### config.mk
export PLATFORM = sky130hd
export DESIGN_NAME = bech32_stream_encoder_core
export DESIGN_NICKNAME = d
export VERILOG_FILES = /design/src/hdl/bse_pkg.sv /design/src/hdl/bech32_stream_encoder_core.sv
export SDC_FILE = /design/constraint.sdc
export NUM_CORES = 1
export LEC_CHECK = 0
export ABC_AREA = 1
export BUFFER_PORTS_ARGS = -buffer_cell sky130_fd_sc_hd__buf_2
export CORE_MARGIN = 4
export CORE_UTILIZATION = 60
export CTS_CLUSTER_DIAMETER = 120
export CTS_CLUSTER_SIZE = 20
export DETAILED_ROUTE_END_ITERATION = 8
export PLACE_DENSITY = 0.85
export SLEW_MARGIN = 25
export SYNTH_ARGS = -nofsm -noshare
export SYNTH_HDL_FRONTEND = slang
export SYNTH_SLANG_ARGS = --single-unit
### constraint.sdc
create_clock -name clock -period 7.4 [get_ports clock]
set_input_delay 1.48 -clock clock [delete_from_list [all_inputs] [get_ports clock]]
set_output_delay 1.48 -clock clock [all_outputs]
set_load 0.01 [all_outputs]
### src/hdl/bse_pkg.sv
// ----------------------------------------------------------------------------
// bse_pkg
// Types, codes and checksum helpers shared by the bech32 stream encoder.
// ----------------------------------------------------------------------------
package bse_pkg;

   typedef enum logic [1:0] {
      KIND_PREFIX = 2'd0,
      KIND_VALUE  = 2'd1,
      KIND_BYTE   = 2'd2,
      KIND_END    = 2'd3
   } kind_type;

   typedef enum logic [1:0] {
      PH_PREFIX = 2'd0,
      PH_DATA   = 2'd1,
      PH_ERROR  = 2'd2
   } phase_type;

   typedef enum logic [3:0] {
      S_IDLE,
      S_ECHO,
      S_OPEN,
      S_REPLAY,
      S_SEP,
      S_GROUP,
      S_BYTE,
      S_PAD,
      S_CKSTEP,
      S_CKOUT,
      S_ERR
   } state_type;

   typedef struct packed {
      kind_type   kind;
      logic [7:0] value;
   } req_type;

   typedef struct packed {
      logic [6:0] character;
      logic       last;
      logic       error;
   } rsp_type;

   localparam logic [29:0] GEN0 = 30'h3b6a57b2;
   localparam logic [29:0] GEN1 = 30'h26508e6d;
   localparam logic [29:0] GEN2 = 30'h1ea119fa;
   localparam logic [29:0] GEN3 = 30'h3d4233dd;
   localparam logic [29:0] GEN4 = 30'h2a1462b3;

   localparam logic [29:0] CHK_INIT  = 30'd1;
   localparam logic [29:0] CHK_FINAL = 30'd1;

   localparam logic [6:0] CHAR_SEP   = 7'h31;
   localparam logic [7:0] CHAR_MIN   = 8'd33;
   localparam logic [7:0] CHAR_MAX   = 8'd126;
   localparam logic [7:0] CHAR_UP_LO = 8'h41;
   localparam logic [7:0] CHAR_UP_HI = 8'h5a;

   localparam logic [6:0] CHARSET [32] = '{
      7'h71, 7'h70, 7'h7a, 7'h72, 7'h79, 7'h39, 7'h78, 7'h38,
      7'h67, 7'h66, 7'h32, 7'h74, 7'h76, 7'h64, 7'h77, 7'h30,
      7'h73, 7'h33, 7'h6a, 7'h6e, 7'h35, 7'h34, 7'h6b, 7'h68,
      7'h63, 7'h65, 7'h36, 7'h6d, 7'h75, 7'h61, 7'h37, 7'h6c
   };

   function automatic logic [29:0] poly_step(input logic [29:0] c);
      logic [4:0]  top;
      logic [29:0] r;
      top = c[29:25];
      r   = {c[24:0], 5'b0};
      if (top[0]) r = r ^ GEN0;
      if (top[1]) r = r ^ GEN1;
      if (top[2]) r = r ^ GEN2;
      if (top[3]) r = r ^ GEN3;
      if (top[4]) r = r ^ GEN4;
      return r;
   endfunction

   function automatic logic [6:0] charset_char(input logic [4:0] g);
      return CHARSET[g];
   endfunction

endpackage

### src/hdl/bech32_stream_encoder_core.sv
// ----------------------------------------------------------------------------
// bech32_stream_encoder_core
// Streaming bech32 encoder: prefix check and echo, 8-to-5 regrouping,
// separator, data characters and six-character checksum.
// ----------------------------------------------------------------------------
// One item is taken at a time and its characters leave through a single
// output register, one per cycle when the result side does not stall. A
// rejected item, or any non-end item after a rejection, is dropped with no
// result. The end item runs a pad step, six checksum steps and six checksum
// characters. The first data or end item of a message also replays the
// stored prefix from the prefix memory, one read port so one entry a cycle.
// An end item after a rejected message yields one result with error and
// last set.
// ----------------------------------------------------------------------------
module bech32_stream_encoder_core
   import bse_pkg::*;
#(
   parameter int MAX_PREFIX = 16
) (
   input  logic    clock,
   input  logic    reset,
   input  logic    req_valid,
   output logic    req_stall,
   input  req_type req_item,
   output logic    rsp_valid,
   input  logic    rsp_stall,
   output rsp_type rsp_item
);

   localparam int AW = (MAX_PREFIX > 1) ? $clog2(MAX_PREFIX) : 1;
   localparam int CW = $clog2(MAX_PREFIX + 1);
   localparam logic [CW-1:0] MAX_CNT = CW'(MAX_PREFIX);

   state_type   state_ff, state_in;
   phase_type   phase_ff, phase_in;
   logic [29:0] cs_ff, cs_in;
   logic [CW-1:0] pcount_ff, pcount_in;
   logic [CW-1:0] idx_ff, idx_in;
   logic [2:0]  ck_ff, ck_in;
   logic [11:0] buf_ff, buf_in;
   logic [3:0]  bcnt_ff, bcnt_in;
   kind_type    kind_ff, kind_in;
   logic [7:0]  value_ff, value_in;
   logic        rsp_valid_ff, rsp_valid_in;
   rsp_type     rsp_item_ff, rsp_item_in;

   logic [6:0]    pfx_mem [MAX_PREFIX];
   logic [6:0]    rd_data_ff;
   logic [AW-1:0] rd_addr;
   logic          mem_we;

   logic acc;
   logic out_free;
   logic emit;
   logic prefix_bad;
   logic value_bad;

   assign acc      = req_valid && !req_stall;
   assign out_free = !rsp_valid_ff || !rsp_stall;
   assign req_stall = reset || (state_ff != S_IDLE);
   assign rsp_valid = rsp_valid_ff;
   assign rsp_item  = rsp_item_ff;

   assign prefix_bad = (phase_ff != PH_PREFIX) || (req_item.value < CHAR_MIN) ||
                       (req_item.value > CHAR_MAX) ||
                       ((req_item.value >= CHAR_UP_LO) && (req_item.value <= CHAR_UP_HI)) ||
                       (pcount_ff >= MAX_CNT);
   assign value_bad  = (req_item.value[7:5] != 3'd0);

   // next state
   always_comb begin
      state_in = state_ff;
      unique case (state_ff)
         S_IDLE: begin
            if (acc) begin
               if (phase_ff == PH_ERROR) begin
                  state_in = (req_item.kind == KIND_END) ? S_ERR : S_IDLE;
               end else begin
                  unique case (req_item.kind)
                     KIND_PREFIX: state_in = prefix_bad ? S_IDLE : S_ECHO;
                     KIND_VALUE: begin
                        if (value_bad) state_in = S_IDLE;
                        else state_in = (phase_ff == PH_PREFIX) ? S_OPEN : S_GROUP;
                     end
                     KIND_BYTE:  state_in = (phase_ff == PH_PREFIX) ? S_OPEN : S_BYTE;
                     KIND_END:   state_in = (phase_ff == PH_PREFIX) ? S_OPEN : S_PAD;
                  endcase
               end
            end
         end
         S_ECHO, S_GROUP, S_ERR: begin
            if (out_free) state_in = S_IDLE;
         end
         S_OPEN: state_in = S_REPLAY;
         S_REPLAY: begin
            if (idx_ff == pcount_ff) state_in = S_SEP;
         end
         S_SEP: begin
            if (out_free) begin
               unique case (kind_ff)
                  KIND_VALUE:  state_in = S_GROUP;
                  KIND_BYTE:   state_in = S_BYTE;
                  KIND_END:    state_in = S_PAD;
                  KIND_PREFIX: state_in = S_IDLE;
               endcase
            end
         end
         S_BYTE: begin
            if (out_free && (bcnt_ff < 4'd10)) state_in = S_IDLE;
         end
         S_PAD: begin
            if ((bcnt_ff == 4'd0) || out_free) state_in = S_CKSTEP;
         end
         S_CKSTEP: begin
            if (ck_ff == 3'd5) state_in = S_CKOUT;
         end
         S_CKOUT: begin
            if (out_free && (ck_ff == 3'd5)) state_in = S_IDLE;
         end
         default: state_in = S_IDLE;
      endcase
   end

   // datapath and outputs
   always_comb begin
      logic [2:0]  sh;
      logic [11:0] shifted;
      logic [4:0]  g;
      logic [4:0]  pad;
      logic [CW-1:0] idx_nx;

      phase_in    = phase_ff;
      cs_in       = cs_ff;
      pcount_in   = pcount_ff;
      idx_in      = idx_ff;
      ck_in       = ck_ff;
      buf_in      = buf_ff;
      bcnt_in     = bcnt_ff;
      kind_in     = kind_ff;
      value_in    = value_ff;
      rsp_item_in = rsp_item_ff;
      emit        = 1'b0;
      mem_we      = 1'b0;
      rd_addr     = idx_ff[AW-1:0];
      sh          = 3'(bcnt_ff - 4'd5);
      shifted     = buf_ff >> sh;
      g           = shifted[4:0];
      pad         = buf_ff[4:0] << (3'd5 - bcnt_ff[2:0]);
      idx_nx      = idx_ff + 1'b1;

      unique case (state_ff)
         S_IDLE: begin
            if (acc) begin
               kind_in  = req_item.kind;
               value_in = req_item.value;
               if (phase_ff != PH_ERROR) begin
                  unique case (req_item.kind)
                     KIND_PREFIX: begin
                        if (prefix_bad) begin
                           phase_in = PH_ERROR;
                        end else begin
                           mem_we    = 1'b1;
                           pcount_in = pcount_ff + 1'b1;
                           cs_in     = poly_step(cs_ff) ^ {27'd0, req_item.value[7:5]};
                        end
                     end
                     KIND_VALUE: begin
                        if (value_bad) phase_in = PH_ERROR;
                     end
                     KIND_BYTE: begin
                        buf_in  = {buf_ff[3:0], req_item.value};
                        bcnt_in = bcnt_ff + 4'd8;
                     end
                     KIND_END: ;
                  endcase
               end
            end
         end
         S_ECHO: begin
            if (out_free) begin
               emit        = 1'b1;
               rsp_item_in = '{character: value_ff[6:0], last: 1'b0, error: 1'b0};
            end
         end
         S_OPEN: begin
            cs_in   = poly_step(cs_ff);
            idx_in  = '0;
            rd_addr = '0;
         end
         S_REPLAY: begin
            if (idx_ff != pcount_ff) begin
               cs_in   = poly_step(cs_ff) ^ {25'd0, rd_data_ff[4:0]};
               idx_in  = idx_nx;
               rd_addr = idx_nx[AW-1:0];
            end
         end
         S_SEP: begin
            if (out_free) begin
               emit        = 1'b1;
               phase_in    = PH_DATA;
               rsp_item_in = '{character: CHAR_SEP, last: 1'b0, error: 1'b0};
            end
         end
         S_GROUP: begin
            if (out_free) begin
               emit        = 1'b1;
               cs_in       = poly_step(cs_ff) ^ {25'd0, value_ff[4:0]};
               rsp_item_in = '{character: charset_char(value_ff[4:0]), last: 1'b0,
                               error: 1'b0};
            end
         end
         S_BYTE: begin
            if (out_free) begin
               emit        = 1'b1;
               cs_in       = poly_step(cs_ff) ^ {25'd0, g};
               bcnt_in     = bcnt_ff - 4'd5;
               rsp_item_in = '{character: charset_char(g), last: 1'b0, error: 1'b0};
            end
         end
         S_PAD: begin
            ck_in = 3'd0;
            if ((bcnt_ff != 4'd0) && out_free) begin
               emit        = 1'b1;
               cs_in       = poly_step(cs_ff) ^ {25'd0, pad};
               bcnt_in     = 4'd0;
               rsp_item_in = '{character: charset_char(pad), last: 1'b0, error: 1'b0};
            end
         end
         S_CKSTEP: begin
            if (ck_ff == 3'd5) begin
               cs_in = poly_step(cs_ff) ^ CHK_FINAL;
               ck_in = 3'd0;
            end else begin
               cs_in = poly_step(cs_ff);
               ck_in = ck_ff + 3'd1;
            end
         end
         S_CKOUT: begin
            if (out_free) begin
               emit        = 1'b1;
               rsp_item_in = '{character: charset_char(cs_ff[29:25]),
                               last: (ck_ff == 3'd5), error: 1'b0};
               cs_in       = {cs_ff[24:0], 5'b0};
               ck_in       = ck_ff + 3'd1;
               if (ck_ff == 3'd5) begin
                  cs_in     = CHK_INIT;
                  pcount_in = '0;
                  phase_in  = PH_PREFIX;
                  buf_in    = '0;
                  bcnt_in   = '0;
                  ck_in     = 3'd0;
               end
            end
         end
         S_ERR: begin
            if (out_free) begin
               emit        = 1'b1;
               rsp_item_in = '{character: 7'd0, last: 1'b1, error: 1'b1};
               cs_in       = CHK_INIT;
               pcount_in   = '0;
               phase_in    = PH_PREFIX;
               buf_in      = '0;
               bcnt_in     = '0;
            end
         end
         default: ;
      endcase

      rsp_valid_in = emit || (rsp_valid_ff && rsp_stall);
   end

   always_ff @(posedge clock) begin
      if (reset) begin
         state_ff     <= S_IDLE;
         phase_ff     <= PH_PREFIX;
         cs_ff        <= CHK_INIT;
         pcount_ff    <= '0;
         idx_ff       <= '0;
         ck_ff        <= 3'd0;
         buf_ff       <= '0;
         bcnt_ff      <= '0;
         rsp_valid_ff <= 1'b0;
      end else begin
         state_ff     <= state_in;
         phase_ff     <= phase_in;
         cs_ff        <= cs_in;
         pcount_ff    <= pcount_in;
         idx_ff       <= idx_in;
         ck_ff        <= ck_in;
         buf_ff       <= buf_in;
         bcnt_ff      <= bcnt_in;
         rsp_valid_ff <= rsp_valid_in;
      end
   end

   always_ff @(posedge clock) begin
      kind_ff     <= kind_in;
      value_ff    <= value_in;
      rsp_item_ff <= rsp_item_in;
   end

   // prefix memory
   always_ff @(posedge clock) begin
      if (mem_we) begin
         pfx_mem[pcount_ff[AW-1:0]] <= req_item.value[6:0];
      end
      rd_data_ff <= pfx_mem[rd_addr];
   end

`ifndef SYNTHESIS
   a_final_resets: assert property (@(posedge clock) disable iff (reset)
      (state_ff == S_CKOUT && out_free && ck_ff == 3'd5) |=>
      (cs_ff == CHK_INIT && phase_ff == PH_PREFIX && pcount_ff == '0 && bcnt_ff == 4'd0))
      else $error("state not cleared after final checksum item");

   a_error_is_last: assert property (@(posedge clock) disable iff (reset)
      (rsp_valid && rsp_item.error) |-> (rsp_item.last && rsp_item.character == 7'd0))
      else $error("error item not a bare last item");

   a_pcount_range: assert property (@(posedge clock) disable iff (reset)
      pcount_ff <= MAX_CNT)
      else $error("prefix count beyond limit");

   a_idle_bits: assert property (@(posedge clock) disable iff (reset)
      (state_ff == S_IDLE) |-> (bcnt_ff < 4'd5))
      else $error("full group left pending at idle");

   a_replay_idx: assert property (@(posedge clock) disable iff (reset)
      (state_ff == S_REPLAY) |-> (idx_ff <= pcount_ff))
      else $error("replay index past prefix count");
`endif

endmodule

==> results of run 1 <==
==> how the worst min path moves through the flow <==
stage,startpoint,cells past startpoint,end,slack (ns)
6_report,buf_ff[11],2,buf_ff[11],0.47
5_1_grt,state_ff[3],2,state_ff[3],0.50
4_1_cts,buf_ff[11],2,buf_ff[11],0.47
3_5_place_dp,buf_ff[11],2,buf_ff[11],0.46
3_3_place_gp,state_ff[3],2,state_ff[3],0.45
2_1_floorplan,cs_ff[3],2,cs_ff[3],0.44
==> per-stage QoR <==
step	hold slack, ns	std cells	instance area, um2
floorplan	0.443	1380	10200
global placement	0.455	1570	10300
detailed placement	0.461	1570	10300
CTS	0.472	1602	10900
global route	0.499	1602	10900
finish	0.472	1602	10900
==> metal layers <==
layer	global-route usage [%]	share of wire [%]
met1	36.3	41
met2	41.5	44
met3	6.94	10
met4	13.0	4.2
met5	0	0
==> layout by cell type, fill, tap and decap left out, types with 4 or more instances in the layout <==
master / count
a21oi_1: 94
ha_1: 11
nand3_1: 196
inv_1: 189
xor2_1: 28
clkbuf_16: 17
xnor2_1: 20
o22ai_1: 19
nand2_1: 326
buf_2: 24
o21ai_0: 58
nor3_1: 14
nand2_2: 10
or2_2: 5
o211ai_1: 8
dfxtp_1: 71
nor3_2: 5
o31ai_1: 4
inv_8: 7
inv_2: 11
o21ai_1: 18
a31oi_1: 4
nor2_1: 82
nand2_4: 4
edfxtp_1: 98
nor2_2: 8
nand4_1: 19
==> logic make-up (layout without fill, tap and decap cells) <==
logic type | after synthesis | count (layout) | share of synthesized area [%]
and+or+nand+nor | 675 | 675 | 29.4
buffers and inverters | 257 | 259 | 10.3
AOI/OAI and AO/OA | 220 | 220 | 11.9
DFF | 169 | 169 | 42.8
xor gates and xnor gates | 48 | 48 | 4.12
adders and majority gates | 11 | 11 | 1.35
==> critical path, cell delays in order <==
cell	delay [ns]
buf_2	0.57
inv_1	0.68
nand2_1	0.29
buf_2	0.19
==> synthesized netlist by cell type (all sizes together) <==
cell type	instances	share of area [%]
o2bb2ai	1	0.086
o211ai	8	0.59
nand3	197	9.7
or3	1	0.061
or2	5	0.31
a22o	2	0.17
a31oi	4	0.25
nand4	19	1.2
a21oi	94	4.6
dfxtp	71	14
nand2	340	13
a311oi	1	0.086
xor2	28	2.4
a211o	1	0.086
clkbuf	18	0.68
edfxtp	98	29
o2111ai	1	0.086
nor2	91	3.6
inv	200	7.4
a211oi	3	0.22
ha	11	1.4
clkinv	3	0.11
a21boi	1	0.074
o221ai	1	0.086
buf	36	2.2
nor4	1	0.21
a2bb2oi	1	0.086
o22ai	19	1.2
xnor2	20	1.7
nor3	19	1.2
o21a	1	0.074
o31ai	4	0.29
o21ai	78	4.0
nand3b	2	0.15
==> sequential cells by signal, summed over array words and instances, names as in the netlist <==
register and count:
bcnt_ff 4, buf_ff 12, ck_ff 3, cs_ff 30, idx_ff 5, kind_ff 2, pcount_ff 5, pfx_mem 80
phase_ff 2, rd_data_ff 5, rsp_item 9, rsp_valid 1, state_ff 4, value_ff 7
==> area by class of cell <==
| cell class | count | area share, % |
|---|---|---|
| Clock buffer | 17 | 3.90 |
| Clock inverter | 15 | 1.54 |
| Inverter | 203 | 6.99 |
| Multi-Input combinational cell | 954 | 43.9 |
| Sequential cell | 169 | 40.1 |
| Tap cell | 220 | 2.53 |
| Timing Repair Buffer | 24 | 1.10 |
==> where the power goes <==
part	switching, mW	leakage [nW]	internal (mW)
registers	0.149	1.46	1.14
clock network	0.433	0.290	0.456
logic	1.05	2.96	0.544
total	1.63	4.72	2.15
==> out/metrics.cfg, run 1 <==
[pwr]
p_per_area_nw_per_um2=347
peakVddDrop_uv=196
p_leak_nw=4.72
power_mw=3.78

[timing]
rsz0062_at_grt=false
setup-tns-final_ns=0
tightestPinTransition_ns=0.992
setup_ws_ns=2.68
fmax_ghz=0.212
relSlewSlack_pct=33.8
finalHoldViolCount=0
finClkSkew_ns=0.0141
drv_slew=0
min_period_ns=4.72
finalCritPeriodShare_pct=63.8
final-setup-viol-count=0

[finish]
regArea_um2=4360
layout-drive-gt1-share_pct=7.53
fill_cells=1313
final_util_pct=65.5
diodes=0
syn_to_final_growth_pct=6.87
fin_nets=1394
multi_input_area_um2=4780

[clock_tree]
clk_latency_ns=0.45
htree_levels=4
cts.path.max_buffers=2
cts_hold_buf=0
cts_tree=done
cts-root-buf=clkbuf_16
postCtsSetupBuffers=0
cts_buffers=17
clk_pin_slew_worst_paths_ns=0.07
cts.sink_count=169
ctsResizeCount=0

[floorplanning]
io_pins=25
die_area_um2=19100
rows=47
start_util_pct=61.3
die_y_um=138
core-area_um2=16600
die_x_um=138

[setup_path]
r2r_start=state_ff[1]
crit_path_max_fanout=35
r2r_cells=10
critPathLaunchType=input pin
r2r-end=rd_data_ff[1]
cp.required_ns=5.92
crit_arrival_ns=3.24
criticalPathCategory=input pin to output port
end_kind=output port
crit_start=reset
endpoint=req_stall
r2r_slack_ns=4.25

[detailed_routing]
viasPerCell=5.93
vias=9505
wl_per_cell_um=16.5
drtAntennaViolNets=0
routed_wl_um=26500
dr.pass1.iters=6
drt_iter0_drc=1348
drc=0

[placed_design]
port_buffers=24
finalWeightedCongestion=0.955
dp_slack_ns=2.51
dpl.hpwl_um=17900

[logic_synthesis]
yosysSeqAreaShare_pct=42.8
synth.cell_area_um2=10200
synth.distinct_cells=48
syn_avg_cell_area_um2=7.39
ys_ff_latch=169
synthCells=1380
synthesis.nets=1405
yosysWarnings=0

[global_routing]
grt_max_degree=57
grt_usage_pct=27.2
grt_overflow=0
grt_pass1_vias=8616
grt_antenna_before_repair=0
grt_pass1_wl_um=42800

[status]
outcome=finished, final reports clean

[job]
drv_cap=0

[hold_path]
hp-class=flop to flop

Note: power is estimated with default switching activity, not from simulation.
==> run 2, diff against run 1 <==
Settings changed: CORE_UTILIZATION 60 to 57.
Clock period 7.4 ns to 4.05 ns, I/O delays scaled along.
==> run 2 against run 1 <==
- critical endpoint is now rsp_item[4]
- sequential share of layout area shrank 0.24 points
- combinational power is 86% higher
- critical path type is now flop to flop
- highest routed layer unchanged
- setup slack worse by 1.7 ns
- the run now ends with DRC left
==> out/metrics.cfg, run 2 (synthesis gave the netlist of run 1 again) <==
[timing]
setup_ws_ns=1.02  ; -1.66 ns
final-setup-viol-count=0  ; unchanged
tightestPinTransition_ns=0.954  ; -0.0380 ns
finalHoldViolCount=0  ; unchanged
min_period_ns=3.03
fmax_ghz=0.330
finClkSkew_ns=0.0159  ; +0.00177 ns
finalCritPeriodShare_pct=74.9
setup-tns-final_ns=0  ; unchanged
rsz0062_at_grt=false
relSlewSlack_pct=36.0  ; +2.2 points
drv_slew=0  ; unchanged

[setup_path]
criticalPathCategory=flop to flop
cp_num_buf_inv=3  ; unchanged
cp_top_family=simple AND/OR/NAND/NOR gates
critPathLaunchType=flop
r2r_slack_ns=1.02  ; -3.23 ns
r2r_start=bcnt_ff[0]
crit_path_max_fanout=15  ; -57%
crit_arrival_ns=3.23  ; about the same
endpoint=rsp_item[4]
cp.required_ns=4.24  ; -1.68 ns
slowest_delay_ns=0.59  ; -0.09 ns
crit_start=bcnt_ff[0]
end_kind=flop
critPathSlowestCell=dfxtp_1
r2r_cells=12  ; +2
crit_chain=inv_2 -> ha_1 -> xor2_1 -> inv_1 -> nand3_1 -> nand2_1 -> nor2_1 -> inv_1 -> a21oi_1 -> nor2_1 -> nor2_1 -> nor2_1
worst_path_most_repeated_cell=nor2_1
cp_num_cells=12  ; +8
r2r-end=rsp_item[4]

[detailed_routing]
routed_wl_um=27000  ; +2.1%
drc=2  ; +2
vias=9633  ; +1.3%
drtAntennaViolNets=0  ; unchanged
drt_iter0_drc=1236  ; -8.3%
dr.pass1.iters=8  ; +2
wl_per_cell_um=16.8  ; +1.4%
viasPerCell=5.97  ; +0.59%

[global_routing]
grtUsageMet3_pct=4.82  ; -2.1 points
top_usage_layer=met2
grt_max_degree=43  ; -25%
grt_overflow=0  ; unchanged
grt_pass1_wl_um=43800  ; +2.5%
grt_antenna_before_repair=0  ; unchanged
grt_pass1_vias=9062  ; +5.2%
use_met1_pct=33.6  ; -2.8 points
grt_usage_pct=27.2  ; about the same
gr-usage-met2_pct=45.4  ; +3.9 points

[floorplanning]
die_y_um=142  ; +2.5%
rows=48  ; +2.1%
die_area_um2=20100  ; +5.0%
core-area_um2=17400  ; +4.7%
start_util_pct=58.5  ; -2.7 points
die_x_um=142  ; +2.5%
io_pins=25  ; unchanged

[clock_tree]
ctsResizeCount=0  ; unchanged
cts.path.max_buffers=2  ; unchanged
postCtsSetupBuffers=0  ; unchanged
clk_pin_slew_worst_paths_ns=0.07  ; about the same
clk_latency_ns=0.45  ; about the same
htree_levels=4  ; unchanged
cts-root-buf=clkbuf_16
cts_hold_buf=0  ; unchanged
cts_tree=done
cts.sink_count=169  ; unchanged
cts_buffers=17  ; unchanged

[status]
violations=DRC
outcome=finished with violations

[finish]
final_cell_mix=nand2_1 (326), nand3_1 (196), inv_1 (189)
largest_register_ffs=80  ; unchanged
layout-drive-gt1-share_pct=7.85  ; +0.32 points
syn_to_final_growth_pct=7.52
final_common_cell=nand2_1
diodes=0  ; unchanged
fin_nets=1401  ; +0.50%
final_util_pct=62.9  ; -2.5 points
fill_cells=1489  ; +13%

[placed_design]
dpl.hpwl_um=18600  ; +3.5%
finalWeightedCongestion=1.00  ; +4.8%
port_buffers=24  ; unchanged
dp_slack_ns=0.687  ; -1.82 ns

[job]
drv_cap=0  ; unchanged

[pwr]
p_leak_nw=4.76  ; +0.84%
p_per_area_nw_per_um2=643  ; +85%
power_mw=7.04  ; +86%
peakVddDrop_uv=368  ; +88%

[hold_path]
hp-class=flop to flop

==> run 2: cell count changes in the layout (fill, tap and decap cells not counted) <==
| cell | delta |
|---|---|
| nor2_1 | +1 |
| inv_6 | +2 |
| buf_4 | +7 |
| bufinv_16 | +2 |
| clkbuf_1 | +1 |
| clkinv_8 | -3 |
| nor2_2 | -1 |
| inv_8 | -2 |
==> run 2: per-layer routing <==
metal	part of all wire [%]	routed length, um
met3	8.8	2370
met5	0	0
met4	4.4	1200
met2	49	13100
met1	38	10400
==> run 2: worst min path at each step <==
stage	startpoint	to	slack, ns	cells past startpoint
3_5_place_dp	state_ff[3]	state_ff[3]	0.46	2
6_report	cs_ff[3]	cs_ff[3]	0.47	2
5_1_grt	buf_ff[11]	buf_ff[11]	0.50	2
4_1_cts	cs_ff[3]	cs_ff[3]	0.47	2
2_1_floorplan	cs_ff[3]	cs_ff[3]	0.44	2
3_3_place_gp	state_ff[3]	state_ff[3]	0.46	2
==> run 2: final cells by class <==
type	instances	area [um2]	share of cell area, %
inverter	203	762	6.95
timing repair buffer	31	173	1.58
multi-input combinational	954	4780	43.6
sequential	169	4360	39.8
tap	225	282	2.57
clock inverter	14	174	1.59
clock buffer	18	429	3.92
==> run 2: tightest hold or removal path, cell delays in order (launching register included) <==
cell and delay, ns:
dfxtp_1 0.31, nand2_1 0.06, a21oi_1 0.06
==> run 2: per-stage QoR <==
step	cells	instance area [um2]	hold slack (ns)
after floorplan	1380	10200	0.443
after detailed placement	1582	10400	0.461
after CTS	1614	11000	0.471
after global routing	1614	11000	0.497
after global placement	1582	10400	0.456
final	1614	11000	0.469
==> run 2: power breakdown <==
group | leakage (nW) | switching, mW | total [mW] | internal, mW
sequential | 1.46 | 0.273 | 2.36 | 2.09
clock | 0.296 | 0.763 | 1.70 | 0.939
combinational | 2.99 | 1.98 | 2.98 | 1.00
